[config.mk]
export PLATFORM = sky130hd
export DESIGN_NAME = markup_whitespace_compressor_unit
export DESIGN_NICKNAME = d
export VERILOG_FILES = /design/src/rtl/mwc_pkg.sv /design/src/rtl/mwc_front.sv /design/src/rtl/mwc_queue.sv /design/src/rtl/mwc_back.sv /design/src/rtl/markup_whitespace_compressor_unit.sv
export SDC_FILE = /design/constraint.sdc
export NUM_CORES = 1
export LEC_CHECK = 0
export BUFFER_PORTS_ARGS = -buffer_cell sky130_fd_sc_hd__buf_4
export CORE_ASPECT_RATIO = 0.8
export CORE_MARGIN = 10
export CORE_UTILIZATION = 54
export CTS_CLUSTER_DIAMETER = 30
export DETAILED_ROUTE_END_ITERATION = 7
export PLACE_DENSITY = 0.79
export SYNTH_ARGS = -nofsm -noshare
export SYNTH_HDL_FRONTEND = slang
export SYNTH_HIERARCHICAL = 1
export SYNTH_SLANG_ARGS = --single-unit
export TNS_END_PERCENT = 20
[constraint.sdc]
create_clock -name clk -period 6.49 [get_ports clk]
set_clock_uncertainty 0.15 [all_clocks]
set_input_delay 0.649 -clock clk [delete_from_list [all_inputs] [get_ports clk]]
set_output_delay 0.649 -clock clk [all_outputs]
set_load 0.1 [all_outputs]
[src/rtl/mwc_pkg.sv]
// ----------------------------------------------------------------------------
// mwc_pkg: shared types and tables for the markup whitespace compressor
// Beat structs for both channels, the internal op format between the front
// and back parts, character constants and the two marker strings.
// ----------------------------------------------------------------------------
package mwc_pkg;

	localparam int CHAR_W = 21;
	localparam int OFF_MARK_LEN = 15;
	localparam int ON_MARK_LEN = 14;
	localparam int QUEUE_DEPTH_DEF = 4;

	localparam logic [CHAR_W-1:0] SPACE_CHAR = CHAR_W'(32'h20);
	localparam logic [CHAR_W-1:0] LT_CHAR = CHAR_W'(32'h3C);
	localparam logic [CHAR_W-1:0] GT_CHAR = CHAR_W'(32'h3E);

	// op kinds carried through the queue
	localparam logic [1:0] UOP_PLAIN = 2'd0;
	localparam logic [1:0] UOP_CLEAR = 2'd1;
	localparam logic [1:0] UOP_NOP = 2'd2;

	typedef struct packed {
		logic [CHAR_W-1:0] in_char;
		logic in_last;
	} in_beat_t;

	typedef struct packed {
		logic [CHAR_W-1:0] out_char;
		logic out_no_char;
		logic out_end;
	} out_beat_t;

	// one op for the back part: a character under a mode, a marker-done
	// clear, or nothing; last asks for end-of-text handling after it
	typedef struct packed {
		logic [CHAR_W-1:0] ch;
		logic [1:0] kind;
		logic mode;
		logic last;
	} uop_t;

	// marker text; off_mark selects the string that ends compressing mode
	function automatic logic [7:0] mark_char(input logic off_mark, input logic [3:0] idx);
		logic [7:0] ch;
		case (idx)
			4'd0: ch = 8'h3C; // <
			4'd1: ch = 8'h21; // !
			4'd2: ch = 8'h2D; // -
			4'd3: ch = 8'h2D;
			4'd4: ch = 8'h20;
			4'd5: ch = 8'h53; // S
			4'd6: ch = 8'h43; // C
			4'd7: ch = 8'h5F; // _
			4'd8: ch = 8'h4F; // O
			4'd9: ch = off_mark ? 8'h46 : 8'h4E;
			4'd10: ch = off_mark ? 8'h46 : 8'h20;
			4'd11: ch = off_mark ? 8'h20 : 8'h2D;
			4'd12: ch = 8'h2D;
			4'd13: ch = off_mark ? 8'h2D : 8'h3E;
			4'd14: ch = off_mark ? 8'h3E : 8'h00;
			default: ch = 8'h00;
		endcase
		return ch;
	endfunction

	function automatic logic is_space(input logic [CHAR_W-1:0] c);
		return c inside {[21'h09:21'h0D], [21'h1C:21'h20], 21'h85, 21'hA0, 21'h1680,
			[21'h2000:21'h200A], 21'h2028, 21'h2029, 21'h202F, 21'h205F, 21'h3000};
	endfunction

endpackage

[src/rtl/mwc_front.sv]
// ----------------------------------------------------------------------------
// mwc_front: input side of the compressor
// Tracks marker matching and the compression mode, and turns each character
// into ops for the back part; held marker prefixes are replayed one op a cycle while the queue has room.
// ----------------------------------------------------------------------------
module mwc_front (
	input logic clk,
	input logic arst_n,
	input logic text_valid,
	output logic text_stall,
	input mwc_pkg::in_beat_t text_beat,
	input logic q_full,
	output logic q_push,
	output mwc_pkg::uop_t q_wdata
);
	import mwc_pkg::*;

	logic mode_q;
	logic [3:0] prog_q;
	logic busy_q;
	logic [3:0] rep_idx_q;
	logic [3:0] rep_n_q;
	logic rep_mode_q;
	logic rep_last_q;
	uop_t tail_q;
	logic tail_vld_q;

	logic [CHAR_W-1:0] c;
	logic last;
	logic held;
	logic hit;
	logic start;
	logic accept;
	logic [3:0] lim;
	logic [3:0] prog_inc;
	logic [3:0] k;
	logic tv;
	logic [1:0] tk;
	logic [CHAR_W-1:0] tch;
	logic tmode;
	logic [3:0] nprog;
	logic nmode;
	uop_t tail;
	logic rep_more;
	logic rep_final;

	assign c = text_beat.in_char;
	assign last = text_beat.in_last;
	assign held = prog_q != 4'd0;
	assign lim = mode_q ? 4'(OFF_MARK_LEN) : 4'(ON_MARK_LEN);
	assign prog_inc = prog_q + 4'd1;
	assign hit = held && (c == {{(CHAR_W-8){1'b0}}, mark_char(mode_q, prog_q)});
	assign start = c == LT_CHAR;
	assign accept = text_valid && !text_stall;
	assign text_stall = busy_q || q_full;

	// classify the incoming character against the marker in progress
	always_comb begin
		k = 4'd0;
		tv = 1'b0;
		tk = UOP_NOP;
		tch = '0;
		tmode = mode_q;
		nprog = prog_q;
		nmode = mode_q;
		if (c == '0) begin
			if (last) begin
				if (held) k = prog_q;
				else tv = 1'b1;
			end
		end else if (hit) begin
			if (prog_inc == lim) begin
				tv = 1'b1;
				tk = UOP_CLEAR;
				nmode = !mode_q;
				tmode = !mode_q;
				nprog = 4'd0;
			end else begin
				nprog = prog_inc;
				if (last) k = prog_inc;
			end
		end else begin
			if (held) k = prog_q;
			if (start) begin
				nprog = 4'd1;
				if (last) begin
					tv = 1'b1;
					tk = UOP_PLAIN;
					tch = LT_CHAR;
				end
			end else begin
				nprog = 4'd0;
				tv = 1'b1;
				tk = UOP_PLAIN;
				tch = c;
			end
		end
		tail.ch = tch;
		tail.kind = tk;
		tail.mode = tmode;
		tail.last = last;
	end

	// queue write: replayed marker characters, the deferred tail, or a direct op
	assign rep_more = rep_idx_q != rep_n_q;
	assign rep_final = rep_idx_q == (rep_n_q - 4'd1);
	always_comb begin
		if (busy_q) begin
			if (rep_more) begin
				q_wdata.ch = {{(CHAR_W-8){1'b0}}, mark_char(rep_mode_q, rep_idx_q)};
				q_wdata.kind = UOP_PLAIN;
				q_wdata.mode = rep_mode_q;
				q_wdata.last = rep_last_q && rep_final;
				q_push = !q_full;
			end else begin
				q_wdata = tail_q;
				q_push = tail_vld_q && !q_full;
			end
		end else begin
			q_wdata = tail;
			q_push = accept && (k == 4'd0) && tv;
		end
	end

	// mode, match progress and replay sequencer
	always_ff @(posedge clk or negedge arst_n) begin
		if (!arst_n) begin
			mode_q <= 1'b1;
			prog_q <= 4'd0;
			busy_q <= 1'b0;
			rep_idx_q <= 4'd0;
			rep_n_q <= 4'd0;
			rep_mode_q <= 1'b1;
			rep_last_q <= 1'b0;
			tail_vld_q <= 1'b0;
		end else if (busy_q) begin
			if (!q_full) begin
				if (rep_more) begin
					rep_idx_q <= rep_idx_q + 4'd1;
					if (rep_final && !tail_vld_q) busy_q <= 1'b0;
				end else begin
					busy_q <= 1'b0;
				end
			end
		end else if (accept) begin
			mode_q <= last ? 1'b1 : nmode;
			prog_q <= last ? 4'd0 : nprog;
			if (k != 4'd0) begin
				busy_q <= 1'b1;
				rep_idx_q <= 4'd0;
				rep_n_q <= k;
				rep_mode_q <= mode_q;
				rep_last_q <= last && !tv;
				tail_vld_q <= tv;
			end
		end
	end

	always_ff @(posedge clk) begin
		if (!busy_q && accept) tail_q <= tail;
	end

	a_prog_below_lim: assert property (@(posedge clk) disable iff (!arst_n)
		prog_q < lim)
		else $error("marker progress reached marker length");
	a_busy_has_work: assert property (@(posedge clk) disable iff (!arst_n)
		busy_q |-> (rep_n_q != 4'd0))
		else $error("replay started with nothing held");
	a_replay_bound: assert property (@(posedge clk) disable iff (!arst_n)
		busy_q |-> (rep_idx_q <= rep_n_q))
		else $error("replay index ran past held count");

endmodule

[src/rtl/mwc_queue.sv]
// ----------------------------------------------------------------------------
// mwc_queue: op queue between front and back
// Small first-word-fall-through queue so the two sides stall independently.
// ----------------------------------------------------------------------------
module mwc_queue #(
	parameter int DEPTH = mwc_pkg::QUEUE_DEPTH_DEF
) (
	input logic clk,
	input logic arst_n,
	input logic push,
	input mwc_pkg::uop_t wdata,
	output logic full,
	input logic pop,
	output logic nempty,
	output mwc_pkg::uop_t rdata
);
	import mwc_pkg::*;

	localparam int PTR_W = $clog2(DEPTH);
	localparam int CNT_W = $clog2(DEPTH + 1);

	uop_t mem_q [DEPTH];
	logic [PTR_W-1:0] wr_ptr_q;
	logic [PTR_W-1:0] rd_ptr_q;
	logic [CNT_W-1:0] cnt_q;
	logic do_push;
	logic do_pop;

	assign full = cnt_q == CNT_W'(DEPTH);
	assign nempty = cnt_q != '0;
	assign do_push = push && !full;
	assign do_pop = pop && nempty;
	assign rdata = mem_q[rd_ptr_q];

	// storage
	always_ff @(posedge clk) begin
		if (do_push) mem_q[wr_ptr_q] <= wdata;
	end

	// pointers and fill count
	always_ff @(posedge clk or negedge arst_n) begin
		if (!arst_n) begin
			wr_ptr_q <= '0;
			rd_ptr_q <= '0;
			cnt_q <= '0;
		end else begin
			if (do_push)
				wr_ptr_q <= (wr_ptr_q == PTR_W'(DEPTH - 1)) ? '0 : wr_ptr_q + 1'b1;
			if (do_pop)
				rd_ptr_q <= (rd_ptr_q == PTR_W'(DEPTH - 1)) ? '0 : rd_ptr_q + 1'b1;
			if (do_push && !do_pop) cnt_q <= cnt_q + 1'b1;
			else if (do_pop && !do_push) cnt_q <= cnt_q - 1'b1;
		end
	end

	a_cnt_bound: assert property (@(posedge clk) disable iff (!arst_n)
		cnt_q <= CNT_W'(DEPTH))
		else $error("queue count above depth");
	a_no_pop_empty: assert property (@(posedge clk) disable iff (!arst_n)
		(cnt_q == '0) |=> (cnt_q <= CNT_W'(1)))
		else $error("queue count jumped from empty");
	a_ptr_gap: assert property (@(posedge clk) disable iff (!arst_n)
		(cnt_q == '0) |-> (wr_ptr_q == rd_ptr_q))
		else $error("empty queue with pointers apart");

endmodule

[src/rtl/mwc_back.sv]
// ----------------------------------------------------------------------------
// mwc_back: output side of the compressor
// Applies the whitespace rules to each op, tracks the pending space and the
// after-'>' state, and produces up to two result beats per op.
// ----------------------------------------------------------------------------
module mwc_back (
	input logic clk,
	input logic arst_n,
	input logic q_nempty,
	input mwc_pkg::uop_t q_rdata,
	output logic q_pop,
	output logic comp_valid,
	input logic comp_stall,
	output mwc_pkg::out_beat_t comp_beat
);
	import mwc_pkg::*;

	logic sp_q;
	logic ac_q;
	out_beat_t out_q;
	logic out_vld_q;
	out_beat_t hold_q;
	logic hold_vld_q;

	logic take;
	logic sp_n;
	logic ac_n;
	logic em_lead;
	logic em_char;
	logic em_trail;
	logic em_none;
	logic [1:0] n_res;
	out_beat_t r0;
	out_beat_t r1;
	uop_t op;

	assign op = q_rdata;
	assign take = out_vld_q && !comp_stall;
	assign q_pop = q_nempty && !hold_vld_q && (!out_vld_q || take);
	assign comp_valid = out_vld_q;
	assign comp_beat = out_q;

	// whitespace rules for one op
	// a replayed prefix always gives a beat, so an end op that gives nothing
	// belongs to a character that gave nothing
	always_comb begin
		sp_n = sp_q;
		ac_n = ac_q;
		em_lead = 1'b0;
		em_char = 1'b0;
		if (op.kind == UOP_PLAIN) begin
			if (!op.mode) begin
				em_char = 1'b1;
			end else if (is_space(op.ch)) begin
				if (!ac_q) sp_n = 1'b1;
			end else begin
				em_lead = sp_q && (op.ch != LT_CHAR);
				em_char = 1'b1;
				sp_n = 1'b0;
				ac_n = op.ch == GT_CHAR;
			end
		end else if (op.kind == UOP_CLEAR) begin
			sp_n = 1'b0;
			ac_n = 1'b0;
		end
		em_trail = op.last && op.mode && sp_n;
		em_none = op.last && !em_lead && !em_char && !em_trail;
		n_res = 2'(em_lead) + 2'(em_char) + 2'(em_trail) + 2'(em_none);
	end

	// pack results in order; only a lead space and its character come in pairs
	always_comb begin
		r0.out_char = em_lead ? SPACE_CHAR : em_char ? op.ch : em_trail ? SPACE_CHAR : '0;
		r0.out_no_char = em_none;
		r0.out_end = op.last && (n_res == 2'd1);
		r1.out_char = op.ch;
		r1.out_no_char = 1'b0;
		r1.out_end = op.last;
	end

	// text state, cleared after each text
	always_ff @(posedge clk or negedge arst_n) begin
		if (!arst_n) begin
			sp_q <= 1'b0;
			ac_q <= 1'b0;
		end else if (q_pop) begin
			if (op.last) begin
				sp_q <= 1'b0;
				ac_q <= 1'b0;
			end else begin
				sp_q <= sp_n;
				ac_q <= ac_n;
			end
		end
	end

	// output register plus one hold stage for the second beat
	always_ff @(posedge clk or negedge arst_n) begin
		if (!arst_n) begin
			out_vld_q <= 1'b0;
			hold_vld_q <= 1'b0;
		end else if (hold_vld_q) begin
			if (take || !out_vld_q) begin
				out_vld_q <= 1'b1;
				hold_vld_q <= 1'b0;
			end
		end else if (q_pop) begin
			if (n_res == 2'd0) out_vld_q <= out_vld_q && !take;
			else out_vld_q <= 1'b1;
			hold_vld_q <= n_res == 2'd2;
		end else if (take) begin
			out_vld_q <= 1'b0;
		end
	end

	always_ff @(posedge clk) begin
		if (hold_vld_q) begin
			if (take || !out_vld_q) out_q <= hold_q;
		end else if (q_pop) begin
			if (n_res != 2'd0) out_q <= r0;
			if (n_res == 2'd2) hold_q <= r1;
		end
	end

	a_hold_behind_out: assert property (@(posedge clk) disable iff (!arst_n)
		hold_vld_q |-> out_vld_q)
		else $error("second beat held with output empty");
	a_no_char_is_end: assert property (@(posedge clk) disable iff (!arst_n)
		(out_vld_q && out_q.out_no_char) |-> (out_q.out_end && (out_q.out_char == '0)))
		else $error("empty-text beat without end mark");
	a_pair_shape: assert property (@(posedge clk) disable iff (!arst_n)
		(q_pop && (n_res == 2'd2)) |-> (em_lead && em_char))
		else $error("unexpected pair of results");
	a_hold_not_end_first: assert property (@(posedge clk) disable iff (!arst_n)
		hold_vld_q |-> !out_q.out_end)
		else $error("end marked ahead of a held beat");

endmodule

[src/rtl/markup_whitespace_compressor_unit.sv]
// ----------------------------------------------------------------------------
// markup_whitespace_compressor_unit: streaming markup whitespace compressor
// Input channel text_* takes one code point per beat with a last flag; the
// output channel comp_* gives the compressed characters of each text, the
// final beat of a text carrying out_end (or out_no_char when nothing was
// left). Runs of whitespace collapse to one space, whitespace before '<' or
// after '>' is dropped, NUL is dropped, and the SC_OFF / SC_ON comment
// markers are removed and switch compression off and on.
// Throughput: one character per cycle in steady state, while no replay runs
// and the output is not stalled. A character that breaks a partly matched
// marker, or a text ending inside one, stalls the input while the front part
// replays the held prefix (up to 14 characters) into the op queue, followed
// by the breaking character itself when it still has to go to the queue. A
// character that gives a space and itself leaves its second beat in the hold
// stage behind the output register. With an empty queue, an input beat passes
// the queue storage and then the back output register (front writes the queue, back registers the result).
// Reset (arst_n low) empties queue and output, and sets compressing mode.
// A stall on comp_stall holds the output beat; the queue then fills and
// text_stall rises, with no beat lost.
// ----------------------------------------------------------------------------
module markup_whitespace_compressor_unit #(
	parameter int QUEUE_DEPTH = mwc_pkg::QUEUE_DEPTH_DEF
) (
	input logic clk,
	input logic arst_n,
	input logic text_valid,
	output logic text_stall,
	input mwc_pkg::in_beat_t text_beat,
	output logic comp_valid,
	input logic comp_stall,
	output mwc_pkg::out_beat_t comp_beat
);
	import mwc_pkg::*;

	logic q_push;
	logic q_full;
	logic q_pop;
	logic q_nempty;
	uop_t q_wdata;
	uop_t q_rdata;

	// character classification and marker matching
	mwc_front u_front (
		.clk(clk),
		.arst_n(arst_n),
		.text_valid(text_valid),
		.text_stall(text_stall),
		.text_beat(text_beat),
		.q_full(q_full),
		.q_push(q_push),
		.q_wdata(q_wdata)
	);

	// decoupling queue
	mwc_queue #(
		.DEPTH(QUEUE_DEPTH)
	) u_queue (
		.clk(clk),
		.arst_n(arst_n),
		.push(q_push),
		.wdata(q_wdata),
		.full(q_full),
		.pop(q_pop),
		.nempty(q_nempty),
		.rdata(q_rdata)
	);

	// whitespace rules and output beats
	mwc_back u_back (
		.clk(clk),
		.arst_n(arst_n),
		.q_nempty(q_nempty),
		.q_rdata(q_rdata),
		.q_pop(q_pop),
		.comp_valid(comp_valid),
		.comp_stall(comp_stall),
		.comp_beat(comp_beat)
	);

endmodule

==> results of run 1 <==
==> sequential cells by signal (all words and copies together), names as in the netlist, 3 cells and up <==
register,cells
u_back/comp_beat,23
u_back/hold_q,22
u_front/prog_q,4
u_front/rep_idx_q,4
u_front/rep_n_q,4
u_front/tail_q,25
u_queue/cnt_q,3
u_queue/mem_q,100
==> cell families after synthesis <==
family	share of synthesized area
xor gates and xnor gates	0.01694
adders and majority gates	0.02554
buffers and inverters	0.04527
and+or+nand+nor	0.1213
DFF	0.5869
AOI/OAI and AO/OA	0.1230
muxes	0.08105
==> per-layer routing <==
| metal | up-vias | global-route usage | part of all wire |
|---|---|---|---|
| met4 | 0 | 0.05482 | 0.015 |
| met1 | 3208 | 0.2373 | 0.43 |
| li1 | 2932 | - | - |
| met3 | 44 | 0.04660 | 0.081 |
| met2 | 303 | 0.2736 | 0.47 |
| met5 | - | 0 | 0 |
==> power by group through the flow <==
stage | combinational (W) | sequential (W) | clock (W)
final | 0.00180 | 0.00194 | 0.00105
after global routing | 0.00193 | 0.00198 | 0.00112
after CTS | 0.00181 | 0.00194 | 0.00107
after detailed placement | 0.00180 | 0.00197 | 0
after global placement | 0.00177 | 0.00195 | 0
after floorplan | 0.000949 | 0.00246 | 0
==> worst register-to-register path: stages (launching register included) <==
cell and delay [ps]:
dfrtp_1 940, nor3b_1 380, nor2_1 150, xor2_1 170
o311ai_1 450, nand4_2 550, mux2i_2 470, nand3_1 200
o31ai_1 290, nor2b_1 480, ha_1 280, inv_1 60
fa_1 370, xor2_1 150, nor2_1 110, xor2_1 150
==> path summary, 6_finish.rpt <==
| path | end | cells after the start | from | slack, ps |
|---|---|---|---|---|
| max | u_queue/cnt_q[2] | 15 | u_front/prog_q[2] | 1070 |
| min | u_front/tail_q[16] | 1 | text_beat[13] | 260 |
| max reg2reg | u_queue/cnt_q[2] | 15 | u_front/prog_q[2] | 1070 |
| min reg2reg | u_front/rep_last_q | 1 | u_front/rep_last_q | 350 |
| max in group asynchronous | u_front/mode_q | 2 | arst_n | 5360 |
| min in group asynchronous | u_front/prog_q[2] | 2 | arst_n | 520 |
==> layout make-up <==
cell class	instances	area share
tap	230	0.02639
multi-input combinational	458	0.3345
clock inverter	15	0.01572
inverter	32	0.01101
timing repair buffer	59	0.04084
clock buffer	17	0.03900
sequential	198	0.5325
==> metrics by stage <==
stage / setup WS, ps / hold WS [ps] / instance area, sq um / power (W) / util
2_1_floorplan: 967.2 / 203.4 / 9896 / 0.003406 / -
3_3_place_gp: 1235 / 323.1 / 10300 / 0.003720 / 0.5704
3_5_place_dp: 1105 / 340.2 / 10300 / 0.003773 / 0.5704
4_1_cts: 1108 / 245.6 / 10910 / 0.004818 / 0.6040
5_1_grt: 751.2 / 241.0 / 10910 / 0.005027 / 0.6040
6_report: 1070 / 258.0 / 10910 / 0.004784 / 0.6040
==> layout by cell type, fill, tap and decap left out, types with 19 or more instances in the layout <==
cell	Yosys	layout
nor2_1	38	38
a21oi_1	22	21
a22o_1	23	23
inv_1	30	30
o21ai_0	25	25
dfrtp_1	26	26
nand3_1	19	19
buf_4	3	58
nand2_1	52	52
edfxtp_1	170	170
==> timing repair <==
action,4_1_cts,5_1_grt
hold buffers,1,0
gates resized for setup,0,0
endpoints found under the hold margin,26,0
buffers inserted,0,0
==> impl_metrics.toml, run 1 <==
[outcome]
status = "complete, no violations"

[layout]
area_growth_pct = 10.22
seq_area_sq_um = 5808
layout-drive-gt1-share = 0.1810
nets = 811
antennaDiodeCount = 0
multi_input_area_sq_um = 3649
n_fill_cell = 1302
fin_cells = 1009

[die]
io_pins = 51
die_w_um = 171.4
rows = 44
die_area_sq_um = 24170
core_region_area_sq_um = 18060
start_util = 0.5480
die_h_um = 141.1

[sta]
slew_headroom = 0.1871
hold_viol_final = 0
period_needed_ps = 5420
setup_violations = 0
maxSlewViolCount = 0
rsz0062_at_grt = "no"
fmax_mhz = 184.5
worst_pin_slew_ps = 1218
timing.final.crit_share = 0.8352
setup-tns-final_ps = 0

[power_and_ir_drop]
ir_drop_mv = 0.2820
netSwitchingFraction = 0.4028
power_frac_clock = 0.219
power_leakage_nw = 3.974
pwr-share-comb = 0.376
p_int_w = 0.002857
p_per_area_nw_per_um2 = 438.7
seqPwrFrac = 0.405
p_switching_w = 0.001927

[global_routing]
grtUsageTotal = 0.1764
grt_antenna_before_repair = 0
grt_pass1_vias = 6403
grt_first_pass_wirelength_um = 34020
grt_max_degree = 32
grt-ovfl-total = 0

[detailed_routing]
wl_per_cell_um = 20.95
drt-total-wl_um = 21140
drt_iter0_markers = 886
drtPass1Iterations = 6
ant_nets = 0
avgViaCountPerCell = 6.429
vias = 6487
drc = 0

[synthesis]
synth_nets = 785
synth_area_leaders = "edfxtp_1 52%, dfrtp_1 6.6%, mux4_2 4.1%, ha_1 2.1%, a22o_1 2.0%"
synth_warnings = 6
synth_cells = 740
postSynthAreaPerCell_sq_um = 13.37
async_reset_ff_frac = 0.1414
synth_top_area_share = 0.5159
yosys.area.top_type = "edfxtp_1"
ys.flop_type = "edfxtp_1"
netlist_area_sq_um = 9896
yosys_register_bits = 198
synth.distinct_cells = 95
synth-edff-count = 170
seq_area_frac_synth = 0.5869
synthTopCellsByCount = "170 x edfxtp_1, 52 x nand2_1, 38 x nor2_1, 30 x inv_1, 27 x clkbuf_1"
yosysMostFrequentCell = "edfxtp_1"

[clock_tree]
root_buffer = "clkbuf_16"
cts_tree = "yes"
clk_pin_slew_ps = 80
clk_latency_ps = 440
cts.path.max_buffers = 2
cts.sinks = 198
cts.htree.levels = 4
cts_buffers = 17

[setup_path]
crit_path_frequent_cell = "xor2_1"
cpMaxStageDelayCell = "dfrtp_1"
crit_chain = "nor3b_1 -> nor2_1 -> xor2_1 -> o311ai_1 -> nand4_2 -> mux2i_2 -> nand3_1 -> o31ai_1 -> nor2b_1 -> ha_1 -> inv_1 -> fa_1 -> xor2_1 -> nor2_1 -> xor2_1"
worstSetupPathType = "flip-flop to flip-flop"
cpPeakStageDelay_ps = 940
required_ps = 6710
path_max_fanout = 30
critPathLaunchType = "flip-flop"
cp.arrival_ps = 5640
end_kind = "flip-flop"
cpLargestDelayFamily = "simple AND/OR/NAND/NOR gates"
path_buf_inv = 1

[hold_path]
hp-class = "primary input to flip-flop"

[placement]
dpl.hpwl_um = 14150
gp_congestion = 0.8842
dp.cells = 976
port_buffers = 50

[run]
drv_cap = 0
Power figures use the tool's default switching activity.
==> inputs of run 2 (changes only) <==
PLACE_DENSITY = 0.81   (was 0.79)
clock period = 4.4 ns   (was 6.49 ns; I/O delays follow)
==> run 2 against run 1 <==
Compared with the run above: the run now ends with negative setup slack left; die area unchanged; wire length is 9.6% higher; critical endpoint is now u_back/comp_beat[5]; combinational power is 95% higher; first-iteration DRC count fell by 18%; power is 65% higher; critical path type unchanged; clock-buffer cell count is the same; hold slack got worse by 200 ps; setup slack lost 1100 ps.
==> impl_metrics.toml, run 2 (synthesis results as in run 1) <==
[outcome]
status = "complete, but fails checks"
violations = "negative setup slack"

[detailed_routing]
wl_per_cell_um = 21.47
avgViaCountPerCell = 6.270
drc = 0
drt-total-wl_um = 23160
drt_iter0_markers = 723
ant_nets = 0
vias = 6765
drtPass1Iterations = 5

[die]
start_util = 0.5480
die_area_sq_um = 24170
io_pins = 51
core_region_area_sq_um = 18060
die_h_um = 141.1
rows = 44
die_w_um = 171.4

[layout]
fin_cells = 1079
postLayoutCellArea_sq_um = 11760
final_common_cell = "edfxtp_1"
antennaDiodeCount = 0
layout-drive-gt1-share = 0.2886
area_growth_pct = 18.84
layout_common_cells = "170 x edfxtp_1, 113 x buf_4, 51 x nand2_1, 36 x nor2_1, 29 x inv_1"
largest_register_ffs = 100
nets = 881
regMostFlops = "u_queue/mem_q"
n_fill_cell = 1220

[setup_path]
cpLargestDelayFamily = "buffers and inverters"
worstSetupPathType = "flip-flop to flip-flop"
path_buf_inv = 6
cpPeakStageDelay_ps = 550
critPathLaunchType = "flip-flop"
cpMaxStageDelayCell = "mux4_2"
required_ps = 4400
cp.arrival_ps = 4460
end_kind = "flip-flop"
crit_chain = "buf_6 -> buf_12 -> mux4_2 -> buf_4 -> nor4b_2 -> nand4_1 -> buf_4 -> o211ai_4 -> o21ai_2 -> nand2_2 -> nand3_2 -> fa_1 -> inv_2 -> ha_4 -> xor2_4 -> nand2b_1 -> a21oi_2 -> a21oi_4 -> clkbuf_16"
path_max_fanout = 6
crit_path_frequent_cell = "buf_4"

[placement]
port_buffers = 50
gp_congestion = 0.9010
place_area_sq_um = 10770
dpl.hpwl_um = 14660
place_ws_ps = -141.0
dp.cells = 1019

[global_routing]
grt_antenna_before_repair = 0
grt-ovfl-total = 0
grt_max_degree = 30
grt_first_pass_wirelength_um = 35400
grt_pass1_vias = 6402
grtUsageTotal = 0.1855

[clock_tree]
cts_tree = "yes"
clk_latency_ps = 430
cts.htree.levels = 4
cts.path.max_buffers = 2
root_buffer = "clkbuf_16"
clk_pin_slew_ps = 70
cts.sinks = 198
cts_buffers = 17

[sta]
setup-tns-final_ps = -783.7
slew_headroom = 0.3658
timing.final.crit_share = 1.012
maxSlewViolCount = 0
layout_setup_ws_ps = -52.11
setup_violations = 23
fmax_mhz = 224.6
worst_pin_slew_ps = 951.3
rsz0062_at_grt = "yes"
period_needed_ps = 4452
hold_viol_final = 0

[power_and_ir_drop]
pwr-share-comb = 0.446
p_int_w = 0.004798
p_switching_w = 0.003077
seqPwrFrac = 0.360
ir_drop_mv = 0.4855
power_leakage_nw = 4.370
power_frac_clock = 0.195
p_per_area_nw_per_um2 = 669.6
finalPower_w = 0.007875
netSwitchingFraction = 0.3908

[hold_path]
hp-class = "primary input to flip-flop"

[run]
drv_cap = 0
-- run 2: per-layer routing --
layer,vias to the layer above,global-route usage,wire length (um)
met3,46,0.03850,1665
li1,3068,-,-
met4,0,0.05710,571
met1,3303,0.2526,9921
met2,348,0.2925,11000
met5,-,0,0
-- run 2: area by class of cell --
type,instances,area (sq um),area share
Multi-Input combinational cell,458,3816,0.3245
Inverter,32,120.1,0.01021
Timing Repair Buffer,129,1146,0.09746
Tap cell,230,287.8,0.02447
Sequential cell,198,5811,0.4941
Clock buffer,17,425.4,0.03617
Clock inverter,15,153.9,0.01309
-- run 2: worst reg2reg max path: stages, from the launching register on --
cell,delay (ps)
dfrtp_2,430
buf_6,140
buf_12,120
mux4_2,550
buf_4,170
nor4b_2,220
nand4_1,170
buf_4,180
o211ai_4,230
o21ai_2,110
nand2_2,100
nand3_2,70
fa_1,530
inv_2,50
ha_4,170
xor2_4,140
nand2b_1,80
a21oi_2,70
a21oi_4,280
clkbuf_16,200
-- run 2: power by group through the flow --
stage	clock [W]	sequential [W]	combinational, W
after floorplan	0	0.00362	0.00148
after global placement	0	0.00282	0.00296
after detailed placement	0	0.00285	0.00303
after CTS	0.00155	0.00283	0.00338
after global routing	0.00162	0.00287	0.00371
final	0.00153	0.00283	0.00351
-- run 2: path summary, 6_finish.rpt --
| kind | from | slack [ps] | cells after the start | to |
|---|---|---|---|---|
| max | u_queue/rd_ptr_q[0] | -50 | 19 | u_back/comp_beat[5] |
| min | text_beat[20] | 60 | 1 | u_front/tail_q[23] |
| max reg2reg | u_queue/rd_ptr_q[0] | -50 | 19 | u_back/comp_beat[5] |
| min reg2reg | u_queue/cnt_q[2] | 340 | 1 | u_queue/cnt_q[2] |
| max in group asynchronous | arst_n | 3450 | 2 | u_front/rep_mode_q |
| min in group asynchronous | arst_n | 320 | 2 | u_front/prog_q[0] |
-- run 2: repair_timing --
action,4_1_cts,5_1_grt
gates resized for setup,19,29
endpoints found under the setup margin,45,47
buffers inserted,14,13
cloned,2,2
hold buffers,1,0
pin swaps,2,11
hold endpoints to repair,26,0
-- run 2: through the flow --
stage	hold slack, ps	util
3_5_place_dp	253.8	0.5965
5_1_grt	45.73	0.6513
3_3_place_gp	241.3	0.5965
2_1_floorplan	-5.591	-
4_1_cts	56.36	0.6420
6_report	60.66	0.6513
==> inputs of run 3 (changes only) <==
CORE_UTILIZATION = 30   (was 54)
PLACE_DENSITY = 0.53   (was 0.81)
==> run 3 against run 2 <==
Compared with the run above: the flow now finishes without violations; wire length down 1.0%; clock power about the same; critical path depth down 1; largest power group unchanged; utilization down 28 points; sequential share of layout area down 0.76 points; non-clock buffer count unchanged; design area up 1.5%; first-iteration DRC count down 30%; combinational power down 3%.
==> impl_metrics.toml, run 3 (synthesis results as in run 1) <==
[global_routing]
grt_pass1_vias = 6295
grtUsageTotal = 0.1111
grt_max_degree = 30
grt-ovfl-total = 0
grt_first_pass_wirelength_um = 36250
grt_antenna_before_repair = 0

[detailed_routing]
drtPass1Iterations = 5
wl_per_cell_um = 17.97
drt_iter0_markers = 509
vias = 6374
ant_nets = 0
drt-total-wl_um = 22930
drc = 0
avgViaCountPerCell = 4.995

[sta]
setup_violations = 0
setup-tns-final_ps = 0
rsz0062_at_grt = "yes"
period_needed_ps = 4342
worst_pin_slew_ps = 999.5
maxSlewViolCount = 0
timing.final.crit_share = 0.9869
fmax_mhz = 230.3
layout_setup_ws_ps = 57.68
hold_viol_final = 0
slew_headroom = 0.3337

[clock_tree]
root_buffer = "clkbuf_16"
clk_pin_slew_ps = 70
cts_buffers = 17
cts.sinks = 198
clk_latency_ps = 450
cts.htree.levels = 4
cts.path.max_buffers = 2
cts_tree = "yes"

[setup_path]
end_kind = "flip-flop"
path_max_fanout = 7
required_ps = 4420
worstSetupPathType = "flip-flop to flip-flop"
critPathLaunchType = "flip-flop"
cp.arrival_ps = 4360

[layout]
utilization = 0.3667
n_fill_cell = 3152
layout-drive-gt1-share = 0.2839
largest_register_ffs = 100
final_common_cell = "edfxtp_1"
layout_common_cells = "170 x edfxtp_1, 114 x buf_4, 51 x nand2_1, 37 x nor2_1, 29 x inv_1"
postLayoutCellArea_sq_um = 11940
nets = 881
seq_area_sq_um = 5808
regMostFlops = "u_queue/mem_q"
area_growth_pct = 20.63
multi_input_area_sq_um = 3796
antennaDiodeCount = 0

[hold_path]
hp-class = "primary input to flip-flop"

[outcome]
status = "complete, no violations"

[run]
drv_cap = 0

[placement]
port_buffers = 50
gp_congestion = 0.7552
place_area_sq_um = 11140
dpl.hpwl_um = 16070
place_ws_ps = 0.1621

[die]
start_util = 0.3040
die_area_sq_um = 40700
die_w_um = 223.1
core_region_area_sq_um = 32560
rows = 59
io_pins = 51
die_h_um = 182.4

[power_and_ir_drop]
power_leakage_nw = 4.359
finalPower_w = 0.007700
ir_drop_mv = 0.3060
p_per_area_nw_per_um2 = 645.0
-- run 3: cell type report --
type / count / share of cell area
clock buffer: 18 / 0.03595
inverter: 32 / 0.01006
timing repair buffer: 129 / 0.09276
tap: 427 / 0.04475
multi-input combinational: 458 / 0.3180
clock inverter: 14 / 0.01195
sequential: 198 / 0.4865
-- run 3: where the power goes --
group          switching [W]  internal (W)
Clock               0.000732      0.000794
Combinational        0.00213       0.00126
Sequential          0.000153       0.00263
Total                0.00302       0.00468
-- run 3: critical path, stage by stage, from the launching register on --
cell and delay [ps]:
dfrtp_1 380, buf_6 160, buf_12 130, mux4_2 550
or4b_4 540, a21oi_2 150, nand3_1 100, o211ai_2 100
o21ai_2 90, nand2_2 70, nand3_2 70, fa_1 530
inv_2 50, ha_4 170, xor2_4 150, nand2b_1 100
a21oi_2 80, a21oi_4 290, clkbuf_16 210
-- run 3: routing by layer --
| layer | share of wire | global-route usage | up-vias |
|---|---|---|---|
| met5 | 0 | 0 | - |
| met4 | 0.0099 | 0.02725 | 0 |
| met3 | 0.055 | 0.03514 | 19 |
| met2 | 0.42 | 0.1539 | 129 |
| met1 | 0.52 | 0.1626 | 3152 |
| li1 | - | - | 3074 |
-- run 3: worst paths after layout --
check | start | endpoint | slack, ps | depth (start not counted)
hold / removal | text_beat[14] | u_front/tail_q[17] | 40 | 1
max in group asynchronous | arst_n | u_front/mode_q | 3440 | 2
setup reg to reg | u_queue/rd_ptr_q[0] | u_back/comp_beat[1] | 60 | 18
setup / recovery | u_queue/rd_ptr_q[0] | u_back/comp_beat[1] | 60 | 18
min in group asynchronous | arst_n | u_front/prog_q[2] | 330 | 2
hold reg to reg | u_queue/cnt_q[2] | u_queue/cnt_q[2] | 340 | 1
-- run 3: metrics by stage --
stage	instances	hold slack, ps
6_report	1276	44.36
2_1_floorplan	740	-5.591
3_5_place_dp	1233	272.5
3_3_place_gp	1233	261.1
4_1_cts	1266	18.59
5_1_grt	1276	28.19
-- run 3: repair_timing --
item	CTS	global route
hold buffers	1	0
setup endpoints to repair	23	47
hold endpoints to repair	26	0
buffers inserted	0	8
gates resized for setup	1	31
cloned	0	2
pin swaps	0	10
